[src/rtl/core/bthk_pkg.sv]
package bthk_pkg;

  localparam int MAX_KEEP   = 16;
  localparam int ID_W       = 24;
  localparam int DIST_W     = 32;
  localparam int KEEP_W     = 5;
  localparam int KEEP_RESET = 16;
  localparam int IDX_W      = (MAX_KEEP > 1) ? $clog2(MAX_KEEP) : 1;
  localparam int CNT_W      = $clog2(MAX_KEEP + 1);
  localparam int CH_W       = IDX_W + 2;
  localparam int ENTRY_W    = ID_W + DIST_W;

  localparam logic CMD_INSERT = 1'b0;
  localparam logic CMD_DRAIN  = 1'b1;

  // Distance in the upper bits: one unsigned compare gives distance-then-id order.
  typedef struct packed {
    logic [DIST_W-1:0] distance;
    logic [ID_W-1:0]   id;
  } entry_t;

  typedef struct packed {
    logic             we;
    logic [IDX_W-1:0] waddr;
    entry_t           wdata;
    logic [IDX_W-1:0] raddr;
  } ram_req_t;

  typedef enum logic [3:0] {
    ST_IDLE,
    ST_UP_RD,
    ST_UP_CMP,
    ST_FULL_CMP,
    ST_DN_RDL,
    ST_DN_RDR,
    ST_DN_PICK,
    ST_DN_CMP,
    ST_DR_ROOT,
    ST_DR_LAST,
    ST_DR_SET,
    ST_DR_PUT,
    ST_EM_RD,
    ST_EM_LD,
    ST_EM_WAIT
  } st_t;

endpackage

[src/rtl/core/bthk_if.sv]
interface bthk_in_if;
  import bthk_pkg::*;

  logic              valid;
  logic              ready;
  logic              command;
  logic [ID_W-1:0]   cand_id;
  logic [DIST_W-1:0] cand_distance;

  modport source (output valid, output command, output cand_id, output cand_distance,
                  input ready);
  modport sink   (input valid, input command, input cand_id, input cand_distance,
                  output ready);
endinterface

interface bthk_out_if;
  import bthk_pkg::*;

  logic              valid;
  logic              ready;
  logic [ID_W-1:0]   out_id;
  logic [DIST_W-1:0] out_distance;
  logic              last_flag;

  modport source (output valid, output out_id, output out_distance, output last_flag,
                  input ready);
  modport sink   (input valid, input out_id, input out_distance, input last_flag,
                  output ready);
endinterface

[src/rtl/core/bthk_ram.sv]
module bthk_ram #(
  parameter int WIDTH = 8,
  parameter int DEPTH = 16
) (
  input  logic                                          clk,
  input  logic                                          we,
  input  logic [((DEPTH > 1) ? $clog2(DEPTH) : 1)-1:0] waddr,
  input  logic [WIDTH-1:0]                              wdata,
  input  logic [((DEPTH > 1) ? $clog2(DEPTH) : 1)-1:0] raddr,
  output logic [WIDTH-1:0]                              rdata
);

  logic [WIDTH-1:0] mem [DEPTH];

  always_ff @(posedge clk) begin
    if (we) begin
      mem[waddr] <= wdata;
    end
    rdata <= mem[raddr];
  end

endmodule

[src/rtl/core/bthk_worse.sv]
module bthk_worse (
  input  bthk_pkg::entry_t a,
  input  bthk_pkg::entry_t b,
  output logic             a_worse
);
  import bthk_pkg::*;

  // Larger distance is worse; equal distance, larger id is worse.
  assign a_worse = (a > b);

endmodule

[src/rtl/core/bthk_seq.sv]
module bthk_seq (
  input  logic                          clk,
  input  logic                          rst_n,
  bthk_in_if.sink                       in_chan,
  bthk_out_if.source                    out_chan,
  input  logic [bthk_pkg::CNT_W-1:0]    eff_k,
  output bthk_pkg::ram_req_t            ram_req,
  input  bthk_pkg::entry_t              ram_rdata,
  output bthk_pkg::entry_t              cmp_a,
  output bthk_pkg::entry_t              cmp_b,
  input  logic                          cmp_worse
);
  import bthk_pkg::*;

  st_t              st_r, st_nxt;
  entry_t           cur_r, cur_nxt;
  entry_t           child_r, child_nxt;
  entry_t           pop_r, pop_nxt;
  entry_t           odata_r, odata_nxt;
  logic [IDX_W-1:0] pos_r, pos_nxt;
  logic [IDX_W-1:0] cidx_r, cidx_nxt;
  logic [IDX_W-1:0] emit_r, emit_nxt;
  logic [CNT_W-1:0] fill_r, fill_nxt;
  logic [CNT_W-1:0] dn_r, dn_nxt;
  logic             drain_r, drain_nxt;
  logic             ovalid_r, ovalid_nxt;
  logic             olast_r, olast_nxt;

  logic [CH_W-1:0]  lch;
  logic [CH_W-1:0]  rch;
  logic [CH_W-1:0]  fill_x;
  logic [IDX_W-1:0] parent;
  logic [CNT_W-1:0] fill_dec;

  assign lch      = {1'b0, pos_r, 1'b1};
  assign rch      = lch + CH_W'(1);
  assign fill_x   = CH_W'(fill_r);
  assign parent   = (pos_r - IDX_W'(1)) >> 1;
  assign fill_dec = fill_r - CNT_W'(1);

  assign in_chan.ready         = (st_r == ST_IDLE);
  assign out_chan.valid        = ovalid_r;
  assign out_chan.out_id       = odata_r.id;
  assign out_chan.out_distance = odata_r.distance;
  assign out_chan.last_flag    = olast_r;

  always_ff @(posedge clk) begin
    if (!rst_n) begin
      st_r     <= ST_IDLE;
      fill_r   <= '0;
      drain_r  <= 1'b0;
      ovalid_r <= 1'b0;
    end else begin
      st_r     <= st_nxt;
      fill_r   <= fill_nxt;
      drain_r  <= drain_nxt;
      ovalid_r <= ovalid_nxt;
    end
  end

  always_ff @(posedge clk) begin
    cur_r   <= cur_nxt;
    child_r <= child_nxt;
    pop_r   <= pop_nxt;
    odata_r <= odata_nxt;
    pos_r   <= pos_nxt;
    cidx_r  <= cidx_nxt;
    emit_r  <= emit_nxt;
    dn_r    <= dn_nxt;
    olast_r <= olast_nxt;
  end

  always_comb begin
    st_nxt     = st_r;
    cur_nxt    = cur_r;
    child_nxt  = child_r;
    pop_nxt    = pop_r;
    odata_nxt  = odata_r;
    pos_nxt    = pos_r;
    cidx_nxt   = cidx_r;
    emit_nxt   = emit_r;
    fill_nxt   = fill_r;
    dn_nxt     = dn_r;
    drain_nxt  = drain_r;
    ovalid_nxt = ovalid_r;
    olast_nxt  = olast_r;

    ram_req.we    = 1'b0;
    ram_req.waddr = pos_r;
    ram_req.wdata = cur_r;
    ram_req.raddr = '0;

    cmp_a = cur_r;
    cmp_b = ram_rdata;

    case (st_r)
      ST_IDLE: begin
        if (in_chan.valid) begin
          cur_nxt.id       = in_chan.cand_id;
          cur_nxt.distance = in_chan.cand_distance;
          if (in_chan.command == CMD_INSERT) begin
            if (fill_r < eff_k && fill_r < CNT_W'(MAX_KEEP)) begin
              pos_nxt  = fill_r[IDX_W-1:0];
              fill_nxt = fill_r + CNT_W'(1);
              st_nxt   = ST_UP_RD;
            end else if (fill_r != '0) begin
              ram_req.raddr = '0;
              st_nxt        = ST_FULL_CMP;
            end
          end else if (fill_r != '0) begin
            dn_nxt    = fill_r;
            drain_nxt = 1'b1;
            st_nxt    = ST_DR_ROOT;
          end
        end
      end

      // Sift up: hole moves toward the root, new item written once at the end.
      ST_UP_RD: begin
        if (pos_r == '0) begin
          ram_req.we = 1'b1;
          st_nxt     = ST_IDLE;
        end else begin
          ram_req.raddr = parent;
          st_nxt        = ST_UP_CMP;
        end
      end

      ST_UP_CMP: begin
        cmp_a = cur_r;
        cmp_b = ram_rdata;
        ram_req.we = 1'b1;
        if (cmp_worse) begin
          ram_req.wdata = ram_rdata;
          pos_nxt       = parent;
          st_nxt        = ST_UP_RD;
        end else begin
          st_nxt = ST_IDLE;
        end
      end

      // Full heap: replace the root only when strictly better.
      ST_FULL_CMP: begin
        cmp_a = ram_rdata;
        cmp_b = cur_r;
        if (cmp_worse) begin
          pos_nxt = '0;
          st_nxt  = ST_DN_RDL;
        end else begin
          st_nxt = ST_IDLE;
        end
      end

      // Sift down over fill_r entries, hole at pos_r.
      ST_DN_RDL: begin
        if (lch >= fill_x) begin
          ram_req.we = 1'b1;
          st_nxt     = drain_r ? ST_DR_PUT : ST_IDLE;
        end else begin
          ram_req.raddr = lch[IDX_W-1:0];
          st_nxt        = ST_DN_RDR;
        end
      end

      ST_DN_RDR: begin
        child_nxt = ram_rdata;
        cidx_nxt  = lch[IDX_W-1:0];
        if (rch < fill_x) begin
          ram_req.raddr = rch[IDX_W-1:0];
          st_nxt        = ST_DN_PICK;
        end else begin
          st_nxt = ST_DN_CMP;
        end
      end

      ST_DN_PICK: begin
        cmp_a = ram_rdata;
        cmp_b = child_r;
        if (cmp_worse) begin
          child_nxt = ram_rdata;
          cidx_nxt  = rch[IDX_W-1:0];
        end
        st_nxt = ST_DN_CMP;
      end

      ST_DN_CMP: begin
        cmp_a = child_r;
        cmp_b = cur_r;
        ram_req.we = 1'b1;
        if (cmp_worse) begin
          ram_req.wdata = child_r;
          pos_nxt       = cidx_r;
          st_nxt        = ST_DN_RDL;
        end else begin
          st_nxt = drain_r ? ST_DR_PUT : ST_IDLE;
        end
      end

      // Drain: heapsort in place, popped root goes to the freed tail slot.
      ST_DR_ROOT: begin
        ram_req.raddr = '0;
        st_nxt        = ST_DR_LAST;
      end

      ST_DR_LAST: begin
        pop_nxt       = ram_rdata;
        ram_req.raddr = fill_dec[IDX_W-1:0];
        fill_nxt      = fill_dec;
        st_nxt        = ST_DR_SET;
      end

      ST_DR_SET: begin
        cur_nxt = ram_rdata;
        pos_nxt = '0;
        st_nxt  = ST_DN_RDL;
      end

      ST_DR_PUT: begin
        ram_req.we    = 1'b1;
        ram_req.waddr = fill_r[IDX_W-1:0];
        ram_req.wdata = pop_r;
        if (fill_r == '0) begin
          emit_nxt = '0;
          st_nxt   = ST_EM_RD;
        end else begin
          st_nxt = ST_DR_ROOT;
        end
      end

      ST_EM_RD: begin
        ram_req.raddr = emit_r;
        st_nxt        = ST_EM_LD;
      end

      ST_EM_LD: begin
        odata_nxt  = ram_rdata;
        olast_nxt  = ((CNT_W'(emit_r) + CNT_W'(1)) == dn_r);
        ovalid_nxt = 1'b1;
        st_nxt     = ST_EM_WAIT;
      end

      ST_EM_WAIT: begin
        if (out_chan.ready) begin
          ovalid_nxt = 1'b0;
          if (olast_r) begin
            drain_nxt = 1'b0;
            st_nxt    = ST_IDLE;
          end else begin
            emit_nxt = emit_r + IDX_W'(1);
            st_nxt   = ST_EM_RD;
          end
        end
      end

      default: begin
        st_nxt = ST_IDLE;
      end
    endcase
  end

endmodule

[src/rtl/core/bounded_top_k_nearest_heap.sv]
// Bounded top-K nearest selector.
// Keeps the K best candidates (smallest distance, lower id wins ties) in a
// max-heap held in a single-port-read RAM; the root is the worst kept entry.
// Input channel in_chan: command 0 inserts (cand_id, cand_distance), command 1
// drains. Output channel out_chan: one transaction per kept entry on a drain,
// ascending distance, last_flag on the final one. Inserts return nothing; a
// drain of an empty heap returns nothing and leaves the block idle at once.
// cfg_we/cfg_wdata set K (keep_count); 0 acts as 1, values above the heap
// depth saturate. Write it only while the block is idle.
// Flow: the block works on one transaction at a time and drops in_chan.ready
// until done. One compare unit and one RAM read port set the pace:
//   insert while filling : sifts up, one parent read and compare per level
//                          climbed, stopping below the root or at it
//   insert when full     : root compare; rejects, else replaces the root
//                          and sifts down, up to two child reads per level
//   drain of n entries   : each pop sifts down, then results are read out.
// A stalled receiver just holds the output register; nothing is lost.
// Reset (synchronous, rst_n low) empties the heap and sets K to 16.
module bounded_top_k_nearest_heap (
  input  logic                          clk,
  input  logic                          rst_n,
  bthk_in_if.sink                       in_chan,
  bthk_out_if.source                    out_chan,
  input  logic                          cfg_we,
  input  logic [bthk_pkg::KEEP_W-1:0]   cfg_wdata
);
  import bthk_pkg::*;

  logic [KEEP_W-1:0] keep_r;
  logic [CNT_W-1:0]  eff_k;
  ram_req_t          ram_req;
  logic [ENTRY_W-1:0] ram_rdata_raw;
  entry_t            ram_rdata;
  entry_t            cmp_a;
  entry_t            cmp_b;
  logic              cmp_worse;

  // K register, no read-back.
  always_ff @(posedge clk) begin
    if (!rst_n) begin
      keep_r <= KEEP_W'(KEEP_RESET);
    end else if (cfg_we) begin
      keep_r <= cfg_wdata;
    end
  end

  // Clamp K into 1..MAX_KEEP.
  always_comb begin
    if (keep_r == '0) begin
      eff_k = CNT_W'(1);
    end else if (int'(keep_r) > MAX_KEEP) begin
      eff_k = CNT_W'(MAX_KEEP);
    end else begin
      eff_k = CNT_W'(keep_r);
    end
  end

  assign ram_rdata = entry_t'(ram_rdata_raw);

  bthk_ram #(
    .WIDTH (ENTRY_W),
    .DEPTH (MAX_KEEP)
  ) u_heap_ram (
    .clk   (clk),
    .we    (ram_req.we),
    .waddr (ram_req.waddr),
    .wdata (ram_req.wdata),
    .raddr (ram_req.raddr),
    .rdata (ram_rdata_raw)
  );

  // Single shared ordering compare used by every sift step.
  bthk_worse u_worse (
    .a       (cmp_a),
    .b       (cmp_b),
    .a_worse (cmp_worse)
  );

  bthk_seq u_seq (
    .clk       (clk),
    .rst_n     (rst_n),
    .in_chan   (in_chan),
    .out_chan  (out_chan),
    .eff_k     (eff_k),
    .ram_req   (ram_req),
    .ram_rdata (ram_rdata),
    .cmp_a     (cmp_a),
    .cmp_b     (cmp_b),
    .cmp_worse (cmp_worse)
  );

endmodule
[src/flat_wrapper.sv]
// flat-port wrapper written by rule: the top's interface ports become plain ports
module bounded_top_k_nearest_heap_flat import bthk_pkg::*;
  (clk, rst_n, cfg_we, cfg_wdata, in_chan_valid, in_chan_command, in_chan_cand_id, in_chan_cand_distance, in_chan_ready, out_chan_valid, out_chan_out_id, out_chan_out_distance, out_chan_last_flag, out_chan_ready);
  bthk_in_if in_chan_i ();
  bthk_out_if out_chan_i ();
  input  logic clk;
  input  logic rst_n;
  input  logic cfg_we;
  input  logic [bthk_pkg::KEEP_W-1:0] cfg_wdata;
  input wire logic [$bits(in_chan_i.valid)-1:0] in_chan_valid;
  input wire logic [$bits(in_chan_i.command)-1:0] in_chan_command;
  input wire logic [$bits(in_chan_i.cand_id)-1:0] in_chan_cand_id;
  input wire logic [$bits(in_chan_i.cand_distance)-1:0] in_chan_cand_distance;
  output wire logic [$bits(in_chan_i.ready)-1:0] in_chan_ready;
  output wire logic [$bits(out_chan_i.valid)-1:0] out_chan_valid;
  output wire logic [$bits(out_chan_i.out_id)-1:0] out_chan_out_id;
  output wire logic [$bits(out_chan_i.out_distance)-1:0] out_chan_out_distance;
  output wire logic [$bits(out_chan_i.last_flag)-1:0] out_chan_last_flag;
  input wire logic [$bits(out_chan_i.ready)-1:0] out_chan_ready;
  assign in_chan_i.valid = in_chan_valid;
  assign in_chan_i.command = in_chan_command;
  assign in_chan_i.cand_id = in_chan_cand_id;
  assign in_chan_i.cand_distance = in_chan_cand_distance;
  assign in_chan_ready = in_chan_i.ready;
  assign out_chan_valid = out_chan_i.valid;
  assign out_chan_out_id = out_chan_i.out_id;
  assign out_chan_out_distance = out_chan_i.out_distance;
  assign out_chan_last_flag = out_chan_i.last_flag;
  assign out_chan_i.ready = out_chan_ready;
  bounded_top_k_nearest_heap u_core (.clk(clk), .rst_n(rst_n), .in_chan(in_chan_i), .out_chan(out_chan_i), .cfg_we(cfg_we), .cfg_wdata(cfg_wdata));
endmodule
[config.mk]
export PLATFORM = sky130hd
export DESIGN_NAME = bounded_top_k_nearest_heap_flat
export DESIGN_NICKNAME = d
export VERILOG_FILES = /design/src/rtl/core/bthk_pkg.sv /design/src/rtl/core/bthk_if.sv /design/src/rtl/core/bthk_ram.sv /design/src/rtl/core/bthk_worse.sv /design/src/rtl/core/bthk_seq.sv /design/src/rtl/core/bounded_top_k_nearest_heap.sv /design/src/flat_wrapper.sv
export SDC_FILE = /design/constraint.sdc
export NUM_CORES = 2
export LEC_CHECK = 0
export BUFFER_PORTS_ARGS = -buffer_cell sky130_fd_sc_hd__buf_4
export CAP_MARGIN = 20
export CORE_MARGIN = 2
export CORE_UTILIZATION = 30
export CTS_CLUSTER_DIAMETER = 60
export CTS_CLUSTER_SIZE = 24
export DETAILED_ROUTE_END_ITERATION = 16
export GPL_ROUTABILITY_DRIVEN = 0
export GPL_TIMING_DRIVEN = 0
export PLACE_DENSITY = 0.53
export SYNTH_ARGS = -nofsm -noshare
export SYNTH_HDL_FRONTEND = slang
export SYNTH_HIERARCHICAL = 1
export SYNTH_SLANG_ARGS = --single-unit
[constraint.sdc]
create_clock -name clk -period 26 [get_ports clk]
set_clock_uncertainty 0.05 [all_clocks]
set_input_delay 5.2 -clock clk [delete_from_list [all_inputs] [get_ports clk]]
set_output_delay 5.2 -clock clk [all_outputs]
set_load 0.1 [all_outputs]
==> results_dict.tcl <==
set metrics [dict create \
    synthArstFlopShare_pct 0 \
    rsz0062_at_grt "false" \
    first_iter_violations 3659 \
    worstPathRequired_ns 20.75 \
    drt-pass1-iter-count 6 \
    synth_top_cells_by_count "edfxtp_1 (1138), nand2_1 (366), a22oi_1 (225)" \
    synth_enable_flop_cells 1138 \
    ctsHtreeMaxLevel 3 \
    timing.fmax_mhz 129 \
    crit_arrival_ns 2.53 \
    max-slew-margin-rel_pct 27.3 \
    synth-seq-cells 1210 \
    clkSinkCount 1210 \
    crit_fanout 10 \
    num_vias 28200 \
    cts_setup_buffers 0 \
    coreArea_um2 163000 \
    crit_path_end_kind "primary output" \
    ys_types 70 \
    grt_pass1_vias 27300 \
    min-delay-path-class "flop to flop" \
    path_cells "buf_6, buf_6, nor4_4, buf_4" \
    met3_usage_pct 3.38 \
    synth.largest_area_cell "edfxtp_1" \
    post_cts_resized 0 \
    slowest_stage "nor4_4" \
    cp-start-kind "flop" \
    grt_pass1_wl_um 208000 \
    setup_viol 0 \
    die_area_um2 168000 \
    cpLargestDelayFamily "simple AND/OR/NAND/NOR gates" \
    syn_nets 2952 \
    slew_violations 0 \
    clk_pin_slew_ns 0.07 \
    syn-instance-count 2811 \
    gr-max-usage-layer "met2" \
    root_buffer "clkbuf_16" \
    yosysWarnings 6 \
    nNetsFinal 3258 \
    period_share_pct 29.9 \
    yosysSeqAreaShare_pct 72.0 \
    synth.most_common_cell "edfxtp_1" \
    wl_per_cell_um 27.2 \
    cpMostUsedCell "buf_6" \
    grt_antenna_before_repair 10 \
    fillers 15200 \
    clk_latency_ns 0.75 \
    grt_util_met2_pct 26.1 \
    antenna_left 0 \
    totalWireLength_um 147000 \
    numCtsBuffers 103 \
    grt_util_met1_pct 25.1 \
    power.leakage_nw 18.9 \
    io_buffer_count 124 \
    synthTopCellsByArea "edfxtp_1 (69%), mux4_2 (10%), a22oi_1 (3.4%), dfxtp_1 (2.9%), nand2_1 (2.8%)" \
    stdcell_area_um2 58200 \
    min_period_ns 7.78 \
    hold_viol_final 0 \
    ir_worst_vdd_mv 0.0580 \
    critPathMaxStageDelay_ns 0.79 \
    grt-ovfl-total 0 \
    clock_path_buffers 3 \
    via_per_inst 5.23 \
    fp.dieH_um 410 \
    io_pins 126 \
    status "finished clean" \
    fin_setup_tns_ns 0 \
    tightest_slew_ns 1.09 \
    drive_gt1_share_pct 24.6 \
    yosys.area.top_type_share_pct 69.1 \
    cts_tree "done" \
    initial_core_util_pct 30.3 \
    critPathKind "flop to primary output" \
    p_per_area_nw_per_um2 106 \
    placed_cell_area_um2 54500 \
    critPathBufInv 3 \
    syn2layout_area_growth_pct 17.7 \
    ctsHoldBuffers 0 \
    avgSynthCellArea_um2 17.6 \
    grt_use_total_pct 17.2 \
    core.rowCount 148 \
    grt_max_degree 57 \
    dpl.hpwl_um 100000 \
    drc 0 \
    yosys_most_used_dff "edfxtp_1" \
    die_width_um 410 \
    maxCapViolations 0 \
    synth_area_um2 49400 \
]
power by group:
group / internal (mW) / switching [mW]
registers: 2.59 / 0.232
clock network: 0.858 / 0.820
logic: 0.645 / 1.05
total: 4.09 / 2.10
worst register-to-register path: stages, from the launching register on:
cell       delay, ns
dfxtp_1         0.29
buf_2           0.19
nor2b_1         0.24
and2_1          0.34
buf_2           0.35
buf_1           0.55
a22oi_1         0.20
nand2_1         0.11
inv_1           0.05
ha_1            0.29
nand4_1         0.19
nor4_2          0.65
a211oi_1        0.31
a2bb2oi_1       0.21
o21ai_1         0.40
clkbuf_1        0.64
clkbuf_1        0.76
a21oi_1         0.18
nor3b_2         0.22
buf_6           0.19
buf_6           0.18
buf_6           0.19
buf_6           0.19
final cells by class:
cell class	count	area (µm²)	share of cell area, %
diodes	7	17.5	0.0301
multi-input cells	1368	12800	22.0
flip-flops and latches	1210	35600	61.2
repair buffers	201	2190	3.77
well taps	2175	2720	4.68
clock buffers	116	2720	4.67
clock inverters	78	978	1.68
inverters	74	280	0.482
plain buffers	159	856	1.47
state kept, by name (all words and copies together), names as in the netlist:
| register | cells |
|---|---|
| u_core/keep_r | 5 |
| u_core/u_heap_ram/mem | 896 |
| u_core/u_heap_ram/rdata | 56 |
| u_core/u_seq/child_r | 56 |
| u_core/u_seq/cidx_r | 4 |
| u_core/u_seq/cur_r | 56 |
| u_core/u_seq/dn_r | 5 |
| u_core/u_seq/drain_r | 1 |
| u_core/u_seq/emit_r | 4 |
| u_core/u_seq/fill_r | 5 |
| u_core/u_seq/out_chan.last_flag | 1 |
| u_core/u_seq/out_chan.out_distance | 32 |
| u_core/u_seq/out_chan.out_id | 24 |
| u_core/u_seq/out_chan.valid | 1 |
| u_core/u_seq/pop_r | 56 |
| u_core/u_seq/pos_r | 4 |
| u_core/u_seq/st_r | 4 |
worst paths after layout:
check                                             from                  endpoint  slack, ns  cells past startpoint
worst max-delay path              u_core/u_seq/st_r[0]             in_chan_ready      18.22                      4
worst min-delay path            u_core/u_seq/fill_r[0]      u_core/u_seq/dn_r[0]       0.44                      0
worst max register to register    u_core/u_seq/st_r[3]  u_core/u_seq/child_r[36]      18.74                     22
worst min register to register  u_core/u_seq/fill_r[0]      u_core/u_seq/dn_r[0]       0.44                      0
cells in the final DEF, fill, tap and decap left out, drive strengths merged, types with 8 or more instances in the layout:
cell type	instances
edfxtp	1138
nand2	367
buf	287
a22oi	225
mux4	224
clkbuf	189
inv	120
ha	74
dfxtp	72
a221o	58
mux2	57
nor2	46
a21boi	43
a21oi	36
o21ai	27
nor2b	25
nand3	21
a22o	19
clkinv	18
nand2b	14
nor3	13
nand4	12
mux2i	10
a21o	10
clkinvlp	9
xnor2	9
o211ai	8
layer usage:
| metal | share of wire (%) | routed length [µm] |
|---|---|---|
| met1 | 45 | 66300 |
| met2 | 45 | 65800 |
| met3 | 7.9 | 11600 |
| met4 | 2.1 | 3090 |
| met5 | 0 | 0 |
stage by stage:
step / setup slack, ns / utilization (%) / hold slack (ns) / power, mW / std cells
floorplan: 17.78 / - / 0.381 / 3.85 / 2811
detailed placement: 18.98 / 33.4 / 0.448 / 4.56 / 5187
CTS: 18.17 / 35.7 / 0.447 / 6.24 / 5381
finish: 18.22 / 35.7 / 0.436 / 6.19 / 5388
global route: 18.13 / 35.7 / 0.470 / 6.46 / 5381
global placement: 11.39 / 32.5 / 0.446 / 4.52 / 5110
cell families after synthesis:
group                    count (synthesis)  share of synthesized area [%]
AO/OA/AOI/OAI                          459                           7.14
XOR/XNOR                                13                          0.230
adder cells (fa/ha/maj)                 74                           1.87
buffers and inverters                  233                           2.29
flip-flops                            1210                           72.0
multiplexers                           291                           11.7
AND/OR/NAND/NOR                        531                           4.73
Note: power is estimated with default switching activity, not from simulation.
